**config.mk**
```make
export PLATFORM = sky130hd
export DESIGN_NAME = sis_ctrl
export DESIGN_NICKNAME = d
export VERILOG_FILES = /design/src/sis_pkg.sv /design/src/sis_ctrl.sv
export VERILOG_INCLUDE_DIRS = /design/src /design/src/src
export SDC_FILE = /design/constraint.sdc
export NUM_CORES = 1
export LEC_CHECK = 0
export ABC_AREA = 0
export BUFFER_PORTS_ARGS = -buffer_cell sky130_fd_sc_hd__buf_2
export CAP_MARGIN = 0
export CORE_MARGIN = 5
export CORE_UTILIZATION = 51
export DETAILED_ROUTE_END_ITERATION = 8
export PLACE_DENSITY_LB_ADDON = 0.15
export SLEW_MARGIN = 20
export SYNTH_ARGS = -nofsm -noshare
export SYNTH_HDL_FRONTEND = slang
export SYNTH_SLANG_ARGS = --single-unit
```
**constraint.sdc**
```tcl
create_clock -name clk -period 2.1 [get_ports clk]
set_clock_uncertainty 0.1 [all_clocks]
set_input_delay 0.21 -clock clk [delete_from_list [all_inputs] [get_ports clk]]
set_output_delay 0.21 -clock clk [all_outputs]
set_load 0.005 [all_outputs]
```
**src/assert_macros.svh**
```systemverilog
// ----------------------------------------------------------------------------
// Assertion macros
// Shared concurrent assertion forms for the string intern store.
// ----------------------------------------------------------------------------
`ifndef ASSERT_MACROS_SVH
`define ASSERT_MACROS_SVH

// Same-cycle implication, disabled during reset.
`define ASSERT_IMPL(label, clk, rst, ante, cons) \
  label: assert property (@(posedge clk) disable iff (rst) (ante) |-> (cons)) \
    else $error("assertion failed");

// Next-cycle implication, disabled during reset.
`define ASSERT_NEXT(label, clk, rst, ante, cons) \
  label: assert property (@(posedge clk) disable iff (rst) (ante) |=> (cons)) \
    else $error("assertion failed");

`endif

```
**src/sis_pkg.sv**
```systemverilog
`timescale 1ns / 1ps
// ----------------------------------------------------------------------------
// sis_pkg
// Sizes, codes and controller interface types of the string intern store.
// ----------------------------------------------------------------------------
package sis_pkg;

  localparam int STORE_BYTES = 4096;
  localparam int MAX_STRING  = 64;

  localparam int ADDR_W   = $clog2(STORE_BYTES);
  localparam int POS_W    = $clog2(STORE_BYTES + 2);
  localparam int SUM_W    = $clog2(STORE_BYTES + MAX_STRING + 4);
  localparam int LEN_W    = $clog2(MAX_STRING + 2);
  localparam int STG_AW   = $clog2(MAX_STRING);
  localparam int CAP_W    = 13;
  localparam int OFFSET_W = 12;
  localparam int USED_W   = 13;
  localparam int CHAR_W   = 8;
  localparam int OP_W     = 2;
  localparam int STATUS_W = 2;
  localparam int PADDR_W  = 2;
  localparam int PDATA_W  = 32;

  localparam logic [OP_W-1:0] OP_CHAR     = 2'd0;
  localparam logic [OP_W-1:0] OP_LOOKUP   = 2'd1;
  localparam logic [OP_W-1:0] OP_CLEAR    = 2'd2;
  localparam logic [OP_W-1:0] OP_RESERVED = 2'd3;

  localparam logic [STATUS_W-1:0] ST_FOUND    = 2'd0;
  localparam logic [STATUS_W-1:0] ST_ADDED    = 2'd1;
  localparam logic [STATUS_W-1:0] ST_NO_ROOM  = 2'd2;
  localparam logic [STATUS_W-1:0] ST_TOO_LONG = 2'd3;

  localparam logic [PADDR_W-1:0] ADDR_CAPACITY = 2'd0;
  localparam logic [CAP_W-1:0]   CAP_RESET     = 13'd4096;

  typedef struct packed {
    logic                init;
    logic                accept;
    logic                rd_head;
    logic                rd_idx;
    logic                idx_inc;
    logic                k_inc;
    logic                pos_from_idx;
    logic                wr_start;
    logic                wr_byte;
    logic                set_res;
    logic                res_use_pos;
    logic [STATUS_W-1:0] res_status;
    logic                commit_used;
    logic                load_out;
    logic                clr_string;
  } cmd_t;

  typedef struct packed {
    logic overlong;
    logic slen_zero;
    logic pos_ge_cap;
    logic rdata_zero;
    logic byte_eq;
    logic k_last;
    logic idx_oob;
    logic no_fit;
    logic wr_last;
    logic out_free;
  } stat_t;

endpackage

```
**src/sis_ctrl.sv**
```systemverilog
`timescale 1ns / 1ps
// ----------------------------------------------------------------------------
// sis_ctrl
// Sequencer for collecting, scanning, comparing and appending strings.
// ----------------------------------------------------------------------------
`include "assert_macros.svh"

module sis_ctrl (
  input  logic                        clk,
  input  logic                        rst,
  input  logic                        in_valid,
  output logic                        in_ready,
  input  logic [sis_pkg::OP_W-1:0]    operation,
  input  sis_pkg::stat_t              stat,
  output sis_pkg::cmd_t               cmd
);
  import sis_pkg::*;

  typedef enum logic [11:0] {
    S_INIT    = 12'b0000_0000_0001,
    S_IDLE    = 12'b0000_0000_0010,
    S_HEAD_RD = 12'b0000_0000_0100,
    S_HEAD_EV = 12'b0000_0000_1000,
    S_CMP_RD  = 12'b0000_0001_0000,
    S_CMP_EV  = 12'b0000_0010_0000,
    S_SKIP_RD = 12'b0000_0100_0000,
    S_SKIP_EV = 12'b0000_1000_0000,
    S_FIT     = 12'b0001_0000_0000,
    S_WR_RD   = 12'b0010_0000_0000,
    S_WR_WR   = 12'b0100_0000_0000,
    S_DONE    = 12'b1000_0000_0000
  } state_t;

  state_t state;
  state_t state_next;
  logic   fire;

  assign in_ready = (state == S_IDLE);
  assign fire     = in_valid && in_ready;

  always_ff @(posedge clk) begin
    if (rst) begin
      state <= S_INIT;
    end else begin
      state <= state_next;
    end
  end

  always_comb begin
    cmd        = '0;
    cmd.accept = fire;
    state_next = state;
    unique case (state)
      S_INIT: begin
        cmd.init   = 1'b1;
        state_next = S_IDLE;
      end
      S_IDLE: begin
        if (fire && operation == OP_LOOKUP) begin
          priority if (stat.overlong) begin
            cmd.set_res    = 1'b1;
            cmd.res_status = ST_TOO_LONG;
            state_next     = S_DONE;
          end else if (stat.slen_zero) begin
            cmd.set_res    = 1'b1;
            cmd.res_status = ST_FOUND;
            state_next     = S_DONE;
          end else begin
            state_next = S_HEAD_RD;
          end
        end
      end
      S_HEAD_RD: begin
        if (stat.pos_ge_cap) begin
          state_next = S_FIT;
        end else begin
          cmd.rd_head = 1'b1;
          state_next  = S_HEAD_EV;
        end
      end
      S_HEAD_EV: begin
        priority if (stat.rdata_zero) begin
          state_next = S_FIT;
        end else if (stat.byte_eq) begin
          cmd.idx_inc = 1'b1;
          cmd.k_inc   = 1'b1;
          state_next  = S_CMP_RD;
        end else begin
          cmd.idx_inc = 1'b1;
          state_next  = S_SKIP_RD;
        end
      end
      S_CMP_RD: begin
        if (stat.idx_oob) begin
          cmd.pos_from_idx = 1'b1;
          state_next       = S_HEAD_RD;
        end else begin
          cmd.rd_idx = 1'b1;
          state_next = S_CMP_EV;
        end
      end
      S_CMP_EV: begin
        priority if (stat.byte_eq && stat.k_last) begin
          cmd.set_res     = 1'b1;
          cmd.res_use_pos = 1'b1;
          cmd.res_status  = ST_FOUND;
          state_next      = S_DONE;
        end else if (stat.byte_eq) begin
          cmd.idx_inc = 1'b1;
          cmd.k_inc   = 1'b1;
          state_next  = S_CMP_RD;
        end else if (stat.rdata_zero) begin
          cmd.pos_from_idx = 1'b1;
          state_next       = S_HEAD_RD;
        end else begin
          cmd.idx_inc = 1'b1;
          state_next  = S_SKIP_RD;
        end
      end
      S_SKIP_RD: begin
        if (stat.idx_oob) begin
          cmd.pos_from_idx = 1'b1;
          state_next       = S_HEAD_RD;
        end else begin
          cmd.rd_idx = 1'b1;
          state_next = S_SKIP_EV;
        end
      end
      S_SKIP_EV: begin
        if (stat.rdata_zero) begin
          cmd.pos_from_idx = 1'b1;
          state_next       = S_HEAD_RD;
        end else begin
          cmd.idx_inc = 1'b1;
          state_next  = S_SKIP_RD;
        end
      end
      S_FIT: begin
        if (stat.no_fit) begin
          cmd.set_res    = 1'b1;
          cmd.res_status = ST_NO_ROOM;
          state_next     = S_DONE;
        end else begin
          cmd.wr_start = 1'b1;
          state_next   = S_WR_RD;
        end
      end
      S_WR_RD: begin
        cmd.rd_idx = 1'b1;
        state_next = S_WR_WR;
      end
      S_WR_WR: begin
        cmd.wr_byte = 1'b1;
        if (stat.wr_last) begin
          cmd.commit_used = 1'b1;
          cmd.set_res     = 1'b1;
          cmd.res_use_pos = 1'b1;
          cmd.res_status  = ST_ADDED;
          state_next      = S_DONE;
        end else begin
          cmd.idx_inc = 1'b1;
          cmd.k_inc   = 1'b1;
          state_next  = S_WR_RD;
        end
      end
      S_DONE: begin
        if (stat.out_free) begin
          cmd.load_out   = 1'b1;
          cmd.clr_string = 1'b1;
          state_next     = S_IDLE;
        end
      end
      default: begin
        state_next = S_INIT;
      end
    endcase
  end

  `ASSERT_NEXT(a_fit_exit, clk, rst, state == S_FIT, state == S_DONE || state == S_WR_RD)
  `ASSERT_NEXT(a_result_held, clk, rst, cmd.set_res, state == S_DONE)

endmodule

```
==> results of run 1 <==
-- area by class of cell --
type / count / area (um2) / share of cell area (%)
repair buffers: 50 / 304 / 21.2
well taps: 28 / 35.0 / 2.45
inverters: 2 / 7.51 / 0.524
multi-input cells: 107 / 793 / 55.4
flip-flops and latches: 12 / 270 / 18.9
clock buffers: 3 / 22.5 / 1.57
-- worst reg2reg max path: cells and delay by family (launching register included) --
| family | cells | cell delay (ps) |
|---|---|---|
| buf+inv | 1 | 140 |
| simple gates | 2 | 690 |
| flops | 1 | 380 |
| compound gates | 2 | 370 |
-- power by group through the flow --
stage | registers [mW] | logic (mW) | clock network, mW
after floorplan | 0.238 | 0.0630 | 0
after global placement | 0.247 | 0.0782 | 0
after detailed placement | 0.247 | 0.0783 | 0
after CTS | 0.240 | 0.0802 | 0.150
after global routing | 0.237 | 0.104 | 0.161
final | 0.236 | 0.0937 | 0.147
-- layout by cell type (no fill, tap or decap), types with 2 or more instances in the layout --
| master | synthesis | final |
|---|---|---|
| buf_2 | 2 | 30 |
| and3_4 | 0 | 2 |
| dfxtp_4 | 0 | 7 |
| nand4b_1 | 4 | 4 |
| nor2_1 | 11 | 11 |
| a21oi_1 | 3 | 3 |
| dfxtp_1 | 12 | 2 |
| dfxtp_2 | 0 | 3 |
| clkbuf_4 | 0 | 3 |
| mux2i_1 | 3 | 3 |
| o21ai_0 | 9 | 7 |
| nor4_4 | 3 | 3 |
| nor4b_4 | 1 | 3 |
| nand2_1 | 9 | 9 |
| inv_1 | 2 | 2 |
| nor3b_1 | 2 | 2 |
| nand4_1 | 2 | 2 |
| o21ai_1 | 0 | 2 |
| nor2b_1 | 2 | 2 |
| xor2_1 | 3 | 3 |
| nand3_1 | 5 | 5 |
| nor3_1 | 10 | 10 |
| and2_1 | 4 | 2 |
| nand2b_1 | 3 | 3 |
| a31o_2 | 2 | 2 |
| buf_4 | 4 | 19 |
| nor4_1 | 2 | 2 |
-- final timing paths --
check / slack [ps] / depth (start not counted) / endpoint / start
setup / recovery: 2 / 7 / cmd[11] / state[6]
hold reg to reg: 450 / 2 / state[7] / state[6]
setup reg to reg: 330 / 5 / state[0] / state[8]
hold / removal: 50 / 2 / state[6] / stat[6]
-- routing by layer --
layer | global-route usage [%] | share of wire [%] | up-vias
li1 | - | - | 577
met1 | 25.0 | 43 | 549
met2 | 30.0 | 49 | 46
met3 | 3.17 | 5.8 | 7
met4 | 6.95 | 2.3 | 0
met5 | 0 | 0 | -
-- kinds of logic after synthesis --
kind of cell	count (synthesis)	synth area share (%)
buffers and inverters	16	12.4
AOI/OAI and AO/OA	22	13.2
and+or+nand+nor	77	46.2
muxes	4	3.67
xor gates and xnor gates	4	3.11
DFF	12	21.3
-- repair_timing --
item,CTS,global route
buffers inserted,6,9
hold endpoints to repair,0,0
pin swaps,3,8
setup endpoints to repair,9,12
hold buffers,0,0
gates resized for setup,8,21
-- metrics by stage --
step / total power, mW / TNS (ps) / util, % / std cells
2_1_floorplan: 0.301 / 0 / - / 135
3_3_place_gp: 0.325 / 0 / 55.9 / 184
3_5_place_dp: 0.326 / 0 / 55.9 / 184
4_1_cts: 0.470 / -39.4 / 59.9 / 193
5_1_grt: 0.502 / -187 / 66.0 / 202
6_report: 0.476 / 0 / 66.0 / 202
==> qor.log, run 1 <==
[pwr] fraction of power consumed by sequential logic 49.6%
[cts] Reg clk slew, reported paths 70 ps
[logic_synthesis] Post-Synthesis Cells 135
[cts] CTS H-Tree Depth 1
[detailed_routing] violation count after the first detailed-routing iteration 50
[setup_path] critical path's slowest cell dfxtp_2
[detailed_routing] total detailed-routing wirelength 3090 um
[layout] area of all placed cells without fillers 0.00143 mm2
[timing] final setup fails 0
[setup_path] crit end category primary output
[placement] worst setup slack before clock tree synthesis 179 ps
[logic_synthesis] most instantiated flip-flop cell in the synthesis netlist dfxtp_1
[floorplanning] I/O pin count 32
[pwr] pwr/cell area 333 mW/mm2
[logic_synthesis] fraction of registers with async set or reset after synthesis 0%
[logic_synthesis] most common cell in the synthesized netlist dfxtp_1
[logic_synthesis] number of enable flip-flop cells after synthesis 0
[detailed_routing] residual antenna-violating net count after detailed routing 0
[layout] Filler cells 196
[logic_synthesis] post-synthesis net count 150
[placement] post-place instance area 0.00121 mm2
[placement] half-perimeter wire length after placement 2140 um
[logic_synthesis] synthesized cell area 0.00113 mm2
[detailed_routing] ratio of routed vias to standard cells 5.84
[timing] Fin Hold WS 54.7 ps
[cts] CTS max path bufs 2
[layout] count of inserted antenna diode cells 0
[logic_synthesis] ranking of synthesized cells by instance count dfxtp_1, nor2_1, nor3_1, nand2_1, o21ai_0
[floorplanning] Core Region 0.00217 mm2
[global_route] total global-route track usage 18.7%
[cts] Clock Sinks 12
[timing] slew at the pin closest to its max-slew limit 430 ps
[layout] top register by number of flip-flops state
[cts] clock network latency to the later pin of the worst-skew pair 280 ps
[timing] setup repair after global routing missed its margin yes
[global_route] number of global-route vias before repair 1036
[timing] final max-slew violation count 0
[placement] routability cong. 0.803
[placement] count of port buffers added during placement 31
[logic_synthesis] most area-consuming cells after synthesis dfxtp_1, nor4_4, buf_6
[setup_path] Arrival @ worst endpoint 1790 ps
[pwr] share of power burned in combinational logic 19.7%
[floorplanning] y dimension of the die 57.0 um
[min_path] worst min-delay path class in2reg
[cts] master cell of the clock root buffer clkbuf_4
[floorplanning] initial standard-cell utilization of the core 51.9%
[setup_path] required time of the worst setup path 1790 ps
[pwr] switching power of the nets 0.135 mW
[logic_synthesis] sequential cell area fraction in the yosys report 21.3%
[cts] total CTS buffers 3
[cts] TritonCTS clock tree built
[logic_synthesis] synth unique cells 50
[logic_synthesis] number of warning messages in the yosys log 0
[pwr] internal power 0.341 mW
[detailed_routing] total via count after detailed routing 1179
[detailed_routing] DRC violations left 0
[timing] Final Hold Violating Endpoints 0
[layout] flip-flop count of the largest register, all copies and words added 12
[global_route] grt ovf 0
[run] max-cap violation count 0
[logic_synthesis] Synth Area per Inst 8.34 um2
[pwr] net switching fraction of the power 28.4%
[layout] Area Overhead vs Synth 27.2%
[pwr] Max VDD drop 0.000229 V
[setup_path] cell-by-cell listing of the critical path nor4_4 -> buf_4 -> and3_4 -> and2b_1 -> o21bai_1 -> a41o_2 -> buf_6
[layout] Top Registers state (12)
[setup_path] buffering stage count on the worst path with inverters included 2
[detailed_routing] final routed wire length divided by cell count 15.3 um
[pwr] proportion of power drawn by the clock network 30.8%
[pwr] Leakage Power 0.648 nW
[setup_path] class of the most critical setup path reg2out
[layout] final net count 191
[setup_path] family with the most delay on the worst path flip-flops
[outcome] run status finished clean
[logic_synthesis] Yosys top cell area share 21.3%
[timing] share of the cycle needed by the critical path after routing 99.9%
[detailed_routing] number of optimization iterations in the first detailed-route pass 4
[timing] max_slew headroom 71.1%
[setup_path] CP max FO 10
[logic_synthesis] cell type with the largest total area after synthesis dfxtp_1
[logic_synthesis] register bit total from synthesis 12
[setup_path] sort of element at the start of the critical path flop
[global_route] global-route wire length before repair 4800 um
[global_route] pin count of the biggest net entering global routing 12
[layout] share of layout cells above drive strength 1 47.7%
[timing] upper clock frequency limit 477 MHz
[timing] time the worst path needs with I/O delays and setup 2100 ps
[floorplanning] FP Rows 17
[floorplanning] chip width 57.0 um
[global_route] antenna violations before repair 0
[timing] setup slack after layout 2.37 ps
[floorplanning] Die Outline Area 0.00325 mm2
[setup_path] Worst path max stage delay 450 ps
(Power assumes the default switching activity.)
==> run 2, diff against run 1 <==
- ABC_AREA: 0 -> 1
- CORE_UTILIZATION: 51 -> 50
==> run 2 against run 1 <==
  * The flow now finishes with violations (DRC)
  * Setup slack better by 160 ps
  * Largest power group is now combinational cells
  * Sequential power rose by 9.3%
  * Critical endpoint unchanged
  * Critical path type unchanged
  * Area after synthesis is 11% lower
==> qor.log, run 2 <==
[placement] routability cong. 0.805 [was 0.803]
[setup_path] crit end category primary output [unchanged]
[placement] number of placed instances with taps included 218 [was 184]
[logic_synthesis] synthesized cell area 0.00100 mm2 [was 0.00113 mm2]
[global_route] number of global-route vias before repair 1010 [was 1036]
[setup_path] critical path's slowest cell dfxtp_1 [was dfxtp_2]
[global_route] total global-route track usage 18.7% [about the same]
[setup_path] worst flop-to-flop path startpoint state[7] [was state[8]]
[setup_path] reg-to-reg slack, setup 600 ps [was 330 ps]
[setup_path] Arrival @ worst endpoint 1630 ps [was 1790 ps]
[layout] count of non-filler cells in the finished layout 222 [was 202]
[pwr] Leakage Power 0.714 nW [was 0.648 nW]
[min_path] worst min-delay path class in2reg [unchanged]
[global_route] pin count of the biggest net entering global routing 11 [was 12]
[logic_synthesis] most instantiated flip-flop cell in the synthesis netlist dfxtp_1 [unchanged]
[timing] setup slack after layout 164 ps [was 2.37 ps]
[logic_synthesis] number of enable flip-flop cells after synthesis 0 [unchanged]
[setup_path] capture point of the worst reg-to-reg path state[1] [was state[0]]
[layout] flip-flop count of the largest register, all copies and words added 12 [unchanged]
[timing] final max-slew violation count 0 [unchanged]
[timing] setup repair after global routing missed its margin no [was yes]
[floorplanning] initial standard-cell utilization of the core 51.5% [was 51.9%]
[timing] Final Hold Violating Endpoints 0 [unchanged]
[global_route] grt ovf 0 [unchanged]
[logic_synthesis] sequential cell area fraction in the yosys report 24.0% [was 21.3%]
[timing] Fin Hold WS 34.4 ps [was 54.7 ps]
[logic_synthesis] cell type with the largest total area after synthesis dfxtp_1 [unchanged]
[layout] area of combinational cells with multiple inputs 611 um2 [was 793 um2]
[timing] time the worst path needs with I/O delays and setup 1940 ps [was 2100 ps]
[layout] Area Overhead vs Synth 20.6% [was 27.2%]
[cts] TritonCTS clock tree built [unchanged]
[placement] worst setup slack before clock tree synthesis 458 ps [was 179 ps]
[logic_synthesis] fraction of registers with async set or reset after synthesis 0% [unchanged]
[cts] number of buffers inserted by hold repair at cts 0 [unchanged]
[timing] final setup fails 0 [unchanged]
[setup_path] cell mode on critical path nand2_2
[logic_synthesis] register bit total from synthesis 12 [unchanged]
[cts] CTS-repair resized insts 0 [was 8]
[setup_path] class of the most critical setup path reg2out [unchanged]
[timing] total negative setup slack 0 ps [unchanged]
[timing] slew at the pin closest to its max-slew limit 268 ps [was 430 ps]
[layout] top register by number of flip-flops state [unchanged]
[logic_synthesis] ranking of synthesized cells by instance count nand2_1, inv_1, nor2_1, dfxtp_1 [was dfxtp_1, nor2_1, nor3_1, nand2_1, o21ai_0]
[layout] commonest non-fill, non-tap cells in the layout nand2_1, inv_1, buf_2 [was buf_2, buf_4, nor2_1]
[detailed_routing] total detailed-routing wirelength 2430 um [was 3090 um]
[layout] count of inserted antenna diode cells 0 [unchanged]
[setup_path] required time of the worst setup path 1790 ps [about the same]
[logic_synthesis] Post-Synthesis Cells 163 [was 135]
[setup_path] CP max FO 8 [was 10]
[cts] CTS H-Tree Depth 1 [unchanged]
[cts] Post-CTS Setup Inserts 0 [was 6]
[global_route] global-route wire length before repair 4070 um [was 4800 um]
[cts] CTS max path bufs 2 [unchanged]
[cts] Reg clk slew, reported paths 90 ps [was 70 ps]
[setup_path] Worst path max stage delay 330 ps [was 450 ps]
[timing] max_slew headroom 82.1% [was 71.1%]
[placement] half-perimeter wire length after placement 2030 um [was 2140 um]
[detailed_routing] ratio of routed vias to standard cells 4.80 [was 5.84]
[floorplanning] I/O pin count 32 [unchanged]
[setup_path] sort of element at the start of the critical path flop [unchanged]
[logic_synthesis] most area-consuming cells after synthesis dfxtp_1, nand2_1, inv_1 [was dfxtp_1, nor4_4, buf_6]
[layout] most common cell after layout, fill and taps aside nand2_1 [was buf_2]
[outcome] run status complete, but fails checks [was finished clean]
[layout] Top Registers state (12) [unchanged]
[setup_path] count of cells along the worst register-to-register path 10 [was 5]
[logic_synthesis] Yosys top cell area share 24.0% [was 21.3%]
[detailed_routing] number of optimization iterations in the first detailed-route pass 6 [was 4]
[logic_synthesis] Synth Area per Inst 6.14 um2 [was 8.34 um2]
[layout] Sequential Area 240 um2 [was 270 um2]
[detailed_routing] residual antenna-violating net count after detailed routing 0 [unchanged]
[cts] clock network latency to the later pin of the worst-skew pair 270 ps [was 280 ps]
[run] max-cap violation count 0 [unchanged]
[global_route] antenna violations before repair 0 [unchanged]
[outcome] violated checks DRC
[cts] master cell of the clock root buffer clkbuf_4 [unchanged]
[pwr] Max VDD drop 0.000362 V [was 0.000229 V]
[floorplanning] Die Outline Area 0.00300 mm2 [was 0.00325 mm2]
[setup_path] worst setup path end cmd[11] [unchanged]
[logic_synthesis] synth unique cells 24 [was 50]
[timing] upper clock frequency limit 516 MHz [was 477 MHz]
[logic_synthesis] post-synthesis net count 178 [was 150]
[pwr] pwr/cell area 592 mW/mm2 [was 333 mW/mm2]
[timing] share of the cycle needed by the critical path after routing 92.2% [was 99.9%]
[logic_synthesis] most common cell in the synthesized netlist nand2_1 [was dfxtp_1]
[floorplanning] y dimension of the die 54.7 um [was 57.0 um]
[floorplanning] chip width 54.7 um [was 57.0 um]
[setup_path] source of the critical timing path state[0] [was state[6]]
[cts] total CTS buffers 3 [unchanged]
[setup_path] cell-by-cell listing of the critical path nor2_2 -> nand2_2 -> nor2_8 -> nand2_2 -> or2_1 -> o2111ai_1 -> buf_2 [was nor4_4 -> buf_4 -> and3_4 -> and2b_1 -> o21bai_1 -> a41o_2 -> buf_6]
[detailed_routing] DRC violations left 1 [was 0]
[placement] count of port buffers added during placement 31 [unchanged]
[floorplanning] Core Region 0.00194 mm2 [was 0.00217 mm2]
[layout] Filler cells 207 [was 196]
[floorplanning] FP Rows 16 [was 17]
[detailed_routing] total via count after detailed routing 1066 [was 1179]
[cts] Clock Sinks 12 [unchanged]
[layout] final net count 211 [was 191]
[detailed_routing] final routed wire length divided by cell count 10.9 um [was 15.3 um]
[detailed_routing] violation count after the first detailed-routing iteration 16 [was 50]
[layout] share of layout cells above drive strength 1 30.8% [was 47.7%]
[logic_synthesis] number of warning messages in the yosys log 0 [unchanged]
[run 2: area by class of cell]
| cell class | instances | share of cell area, % |
|---|---|---|
| Inverter | 35 | 10.9 |
| Clock buffer | 4 | 3.01 |
| Sequential cell | 12 | 19.9 |
| Multi-Input combinational cell | 113 | 50.6 |
| Timing Repair Buffer | 31 | 12.8 |
| Tap cell | 27 | 2.80 |
[run 2: power breakdown]
part | switching [mW] | total, mW | internal [mW] | leakage (nW)
Combinational | 0.174 | 0.268 | 0.0940 | 0.596
Clock | 0.0838 | 0.189 | 0.105 | 0.0210
Sequential | 0.0143 | 0.258 | 0.244 | 0.0972
[run 2: worst min-delay path by stage]
| stage | from | end | slack (ps) | cells after the start |
|---|---|---|---|---|
| after floorplan | stat[7] | state[3] | 190 | 1 |
| after global placement | stat[7] | state[3] | 320 | 2 |
| after detailed placement | stat[7] | state[3] | 320 | 2 |
| after CTS | stat[7] | state[3] | 30 | 2 |
| after global routing | stat[7] | state[3] | 20 | 2 |
| final | stat[7] | state[3] | 30 | 2 |
[run 2: stage by stage]
stage | util, % | power [mW] | instance area [um2]
floorplan | - | 0.461 | 1000
global placement | 60.3 | 0.524 | 1170
detailed placement | 60.3 | 0.532 | 1170
CTS | 62.2 | 0.718 | 1210
global route | 62.2 | 0.768 | 1210
finish | 62.2 | 0.715 | 1210
[run 2: cells by family after synthesis]
group	after synthesis	share of synthesized area (%)
AO/OA/AOI/OAI	19	11.0
buffers and inverters	38	15.0
flip-flops	12	24.0
AND/OR/NAND/NOR	94	50.0
[run 2: per-layer routing]
layer	part of all wire, %	up-vias	track usage (%)
met4	2.0	0	6.22
li1	-	563	-
met5	0	-	0
met2	48	31	32.9
met1	45	466	22.0
met3	5.1	6	4.09
[run 2: worst max-delay path: cells and delay by family (launching register included)]
kind	cells	cell delay (ps)
AO/OA/AOI/OAI	1	80
buffers and inverters	1	140
flip-flops	1	330
AND/OR/NAND/NOR	5	810
==> run 3, diff against run 2 <==
- CTS_BUF_LIST: unset -> sky130_fd_sc_hd__clkbuf_16
==> run 3 against run 2 <==
  * The flow now finishes without violations
  * Register-to-register slack about the same
  * Global-route usage increased by 0.51 points
  * Critical path depth stayed put
  * Non-clock buffer count is the same
  * Cell count stayed put
  * Hold slack better by 46 ps
  * First-iteration DRC count is 6.3% higher
  * Total power rose by 23%
  * Clock-buffer cell count down 1
  * Sequential cell count did not move
  * Cell area up 3.5%
  * Critical path type unchanged
  * Critical endpoint unchanged
  * Largest cell class unchanged
==> qor.log, run 3 (synthesized netlist as in run 2, its figures left out) <==
[layout] flip-flop count of the largest register, all copies and words added 12 [unchanged]
[cts] CTS max path bufs 2 [unchanged]
[layout] top register by number of flip-flops state [unchanged]
[floorplanning] Core Region 0.00194 mm2 [unchanged]
[floorplanning] chip width 54.7 um [unchanged]
[setup_path] class of the most critical setup path reg2out [unchanged]
[detailed_routing] DRC violations left 0 [was 1]
[cts] Reg clk slew, reported paths 50 ps [was 90 ps]
[detailed_routing] final routed wire length divided by cell count 11.0 um [was 10.9 um]
[pwr] fraction of power consumed by sequential logic 29.6% [was 36.1%]
[detailed_routing] total via count after detailed routing 1066 [unchanged]
[pwr] Tot Pwr 0.878 mW [was 0.715 mW]
[layout] share of layout cells above drive strength 1 30.3% [was 30.8%]
[layout] Area Overhead vs Synth 24.9% [was 20.6%]
[floorplanning] y dimension of the die 54.7 um [unchanged]
[layout] area of all placed cells without fillers 0.00125 mm2 [was 0.00121 mm2]
[pwr] pwr/cell area 703 mW/mm2 [was 592 mW/mm2]
[setup_path] sort of element at the start of the critical path flop [unchanged]
[layout] Filler cells 206 [was 207]
[layout] Top Registers state (12) [unchanged]
[timing] setup repair after global routing missed its margin no [unchanged]
[cts] Clock Sinks 12 [unchanged]
[timing] max_slew headroom 82.1% [about the same]
[setup_path] required time of the worst setup path 1790 ps [about the same]
[setup_path] reg-to-reg slack, setup 610 ps [was 600 ps]
[timing] share of the cycle needed by the critical path after routing 90.0% [was 92.2%]
[timing] time the worst path needs with I/O delays and setup 1890 ps [was 1940 ps]
[pwr] internal power 0.590 mW [was 0.443 mW]
[global_route] global-route wire length before repair 4190 um [was 4070 um]
[run] max-cap violation count 0 [unchanged]
[floorplanning] FP Rows 16 [unchanged]
[placement] half-perimeter wire length after placement 2030 um [unchanged]
[floorplanning] I/O pin count 32 [unchanged]
[layout] most common cell after layout, fill and taps aside nand2_1 [unchanged]
[global_route] grt ovf 0 [unchanged]
[layout] final net count 211 [unchanged]
[cts] total CTS buffers 3 [unchanged]
[pwr] Max VDD drop 0.000332 V [was 0.000362 V]
[cts] CTS H-Tree Depth 1 [unchanged]
[layout] utilization after layout 64.4% [was 62.2%]
[placement] worst setup slack before clock tree synthesis 458 ps [unchanged]
[pwr] Leakage Power 0.731 nW [was 0.714 nW]
[cts] CTS-repair resized insts 0 [unchanged]
[setup_path] CP max FO 8 [unchanged]
[timing] final setup fails 0 [unchanged]
[global_route] antenna violations before repair 0 [unchanged]
[timing] slew at the pin closest to its max-slew limit 268 ps [about the same]
[global_route] total global-route track usage 19.2% [was 18.7%]
[floorplanning] initial standard-cell utilization of the core 51.5% [unchanged]
[layout] count of inserted antenna diode cells 0 [unchanged]
[timing] Final Hold Violating Endpoints 0 [unchanged]
[pwr] share of power burned in combinational logic 30.6% [was 37.4%]
[pwr] proportion of power drawn by the clock network 39.8% [was 26.4%]
[cts] Post-CTS Setup Inserts 0 [unchanged]
[detailed_routing] ratio of routed vias to standard cells 4.80 [unchanged]
[setup_path] Arrival @ worst endpoint 1580 ps [was 1630 ps]
[cts] number of buffers inserted by hold repair at cts 0 [unchanged]
[setup_path] crit end category primary output [unchanged]
[layout] commonest non-fill, non-tap cells in the layout nand2_1, inv_1, buf_2 [unchanged]
[outcome] run status finished clean [was complete, but fails checks]
[cts] master cell of the clock root buffer clkbuf_16 [was clkbuf_4]
[detailed_routing] total detailed-routing wirelength 2430 um [about the same]
[pwr] net switching fraction of the power 32.8% [was 38.0%]
[detailed_routing] violation count after the first detailed-routing iteration 17 [was 16]
[timing] total negative setup slack 0 ps [unchanged]
[detailed_routing] residual antenna-violating net count after detailed routing 0 [unchanged]
[floorplanning] Die Outline Area 0.00300 mm2 [unchanged]
[min_path] worst min-delay path class in2reg [unchanged]
[global_route] pin count of the biggest net entering global routing 11 [unchanged]
[placement] routability cong. 0.805 [unchanged]
[cts] TritonCTS clock tree built [unchanged]
[placement] post-place instance area 0.00117 mm2 [unchanged]
[timing] final max-slew violation count 0 [unchanged]
[pwr] switching power of the nets 0.288 mW [was 0.272 mW]
[placement] count of port buffers added during placement 31 [unchanged]
[global_route] number of global-route vias before repair 1033 [was 1010]
[timing] upper clock frequency limit 529 MHz [was 516 MHz]
[timing] setup slack after layout 210 ps [was 164 ps]
[detailed_routing] number of optimization iterations in the first detailed-route pass 4 [was 6]
[cts] clock network latency to the later pin of the worst-skew pair 240 ps [was 270 ps]
[run 3: changes by cell type in the layout (fill, tap and decap cells not counted), sizes merged]
| cell | change |
|---|---|
| clkinv | +1 |
| clkbuf | -1 |
[run 3: area by class of cell]
type | count | area [um2] | area share [%]
repair buffers | 31 | 155 | 12.4
flip-flops and latches | 12 | 240 | 19.2
clock buffers | 3 | 75.1 | 6.01
clock inverters | 1 | 3.75 | 0.300
multi-input cells | 113 | 611 | 48.8
inverters | 35 | 131 | 10.5
well taps | 27 | 33.8 | 2.70
[run 3: through the flow]
step / cells / hold WS (ps)
floorplan: 163 / 189
global placement: 218 / 324
detailed placement: 218 / 318
CTS: 222 / 81.6
global route: 222 / 86.7
finish: 222 / 80.4
[run 3: worst paths after layout]
check	to	from	cells past startpoint
min	state[3]	stat[7]	2
max reg2reg	state[1]	state[0]	9
min reg2reg	state[10]	state[8]	3
max	cmd[11]	state[0]	7
[run 3: layer usage]
metal  vias up  routed length [um]  GRT usage, %
met5         -                   0             0
met4         0                   9          4.56
met3         2                 136          3.54
met2        30                1210          34.6
met1       468                1070          23.0
li1        566                   -             -
[run 3: worst max-delay path, stage by stage (launching register included)]
cell and delay (ps):
dfxtp_1 320, nor2_2 140, nand2_2 160, nor2_8 170
nand2_2 80, or2_1 250, o2111ai_1 80, buf_2 140
[run 3: power groups by stage]
stage | clock network (mW) | registers (mW) | logic [mW]
global route | 0.362 | 0.261 | 0.305
CTS | 0.349 | 0.261 | 0.270
detailed placement | 0 | 0.265 | 0.268
finish | 0.350 | 0.260 | 0.269
global placement | 0 | 0.262 | 0.262
floorplan | 0 | 0.260 | 0.201
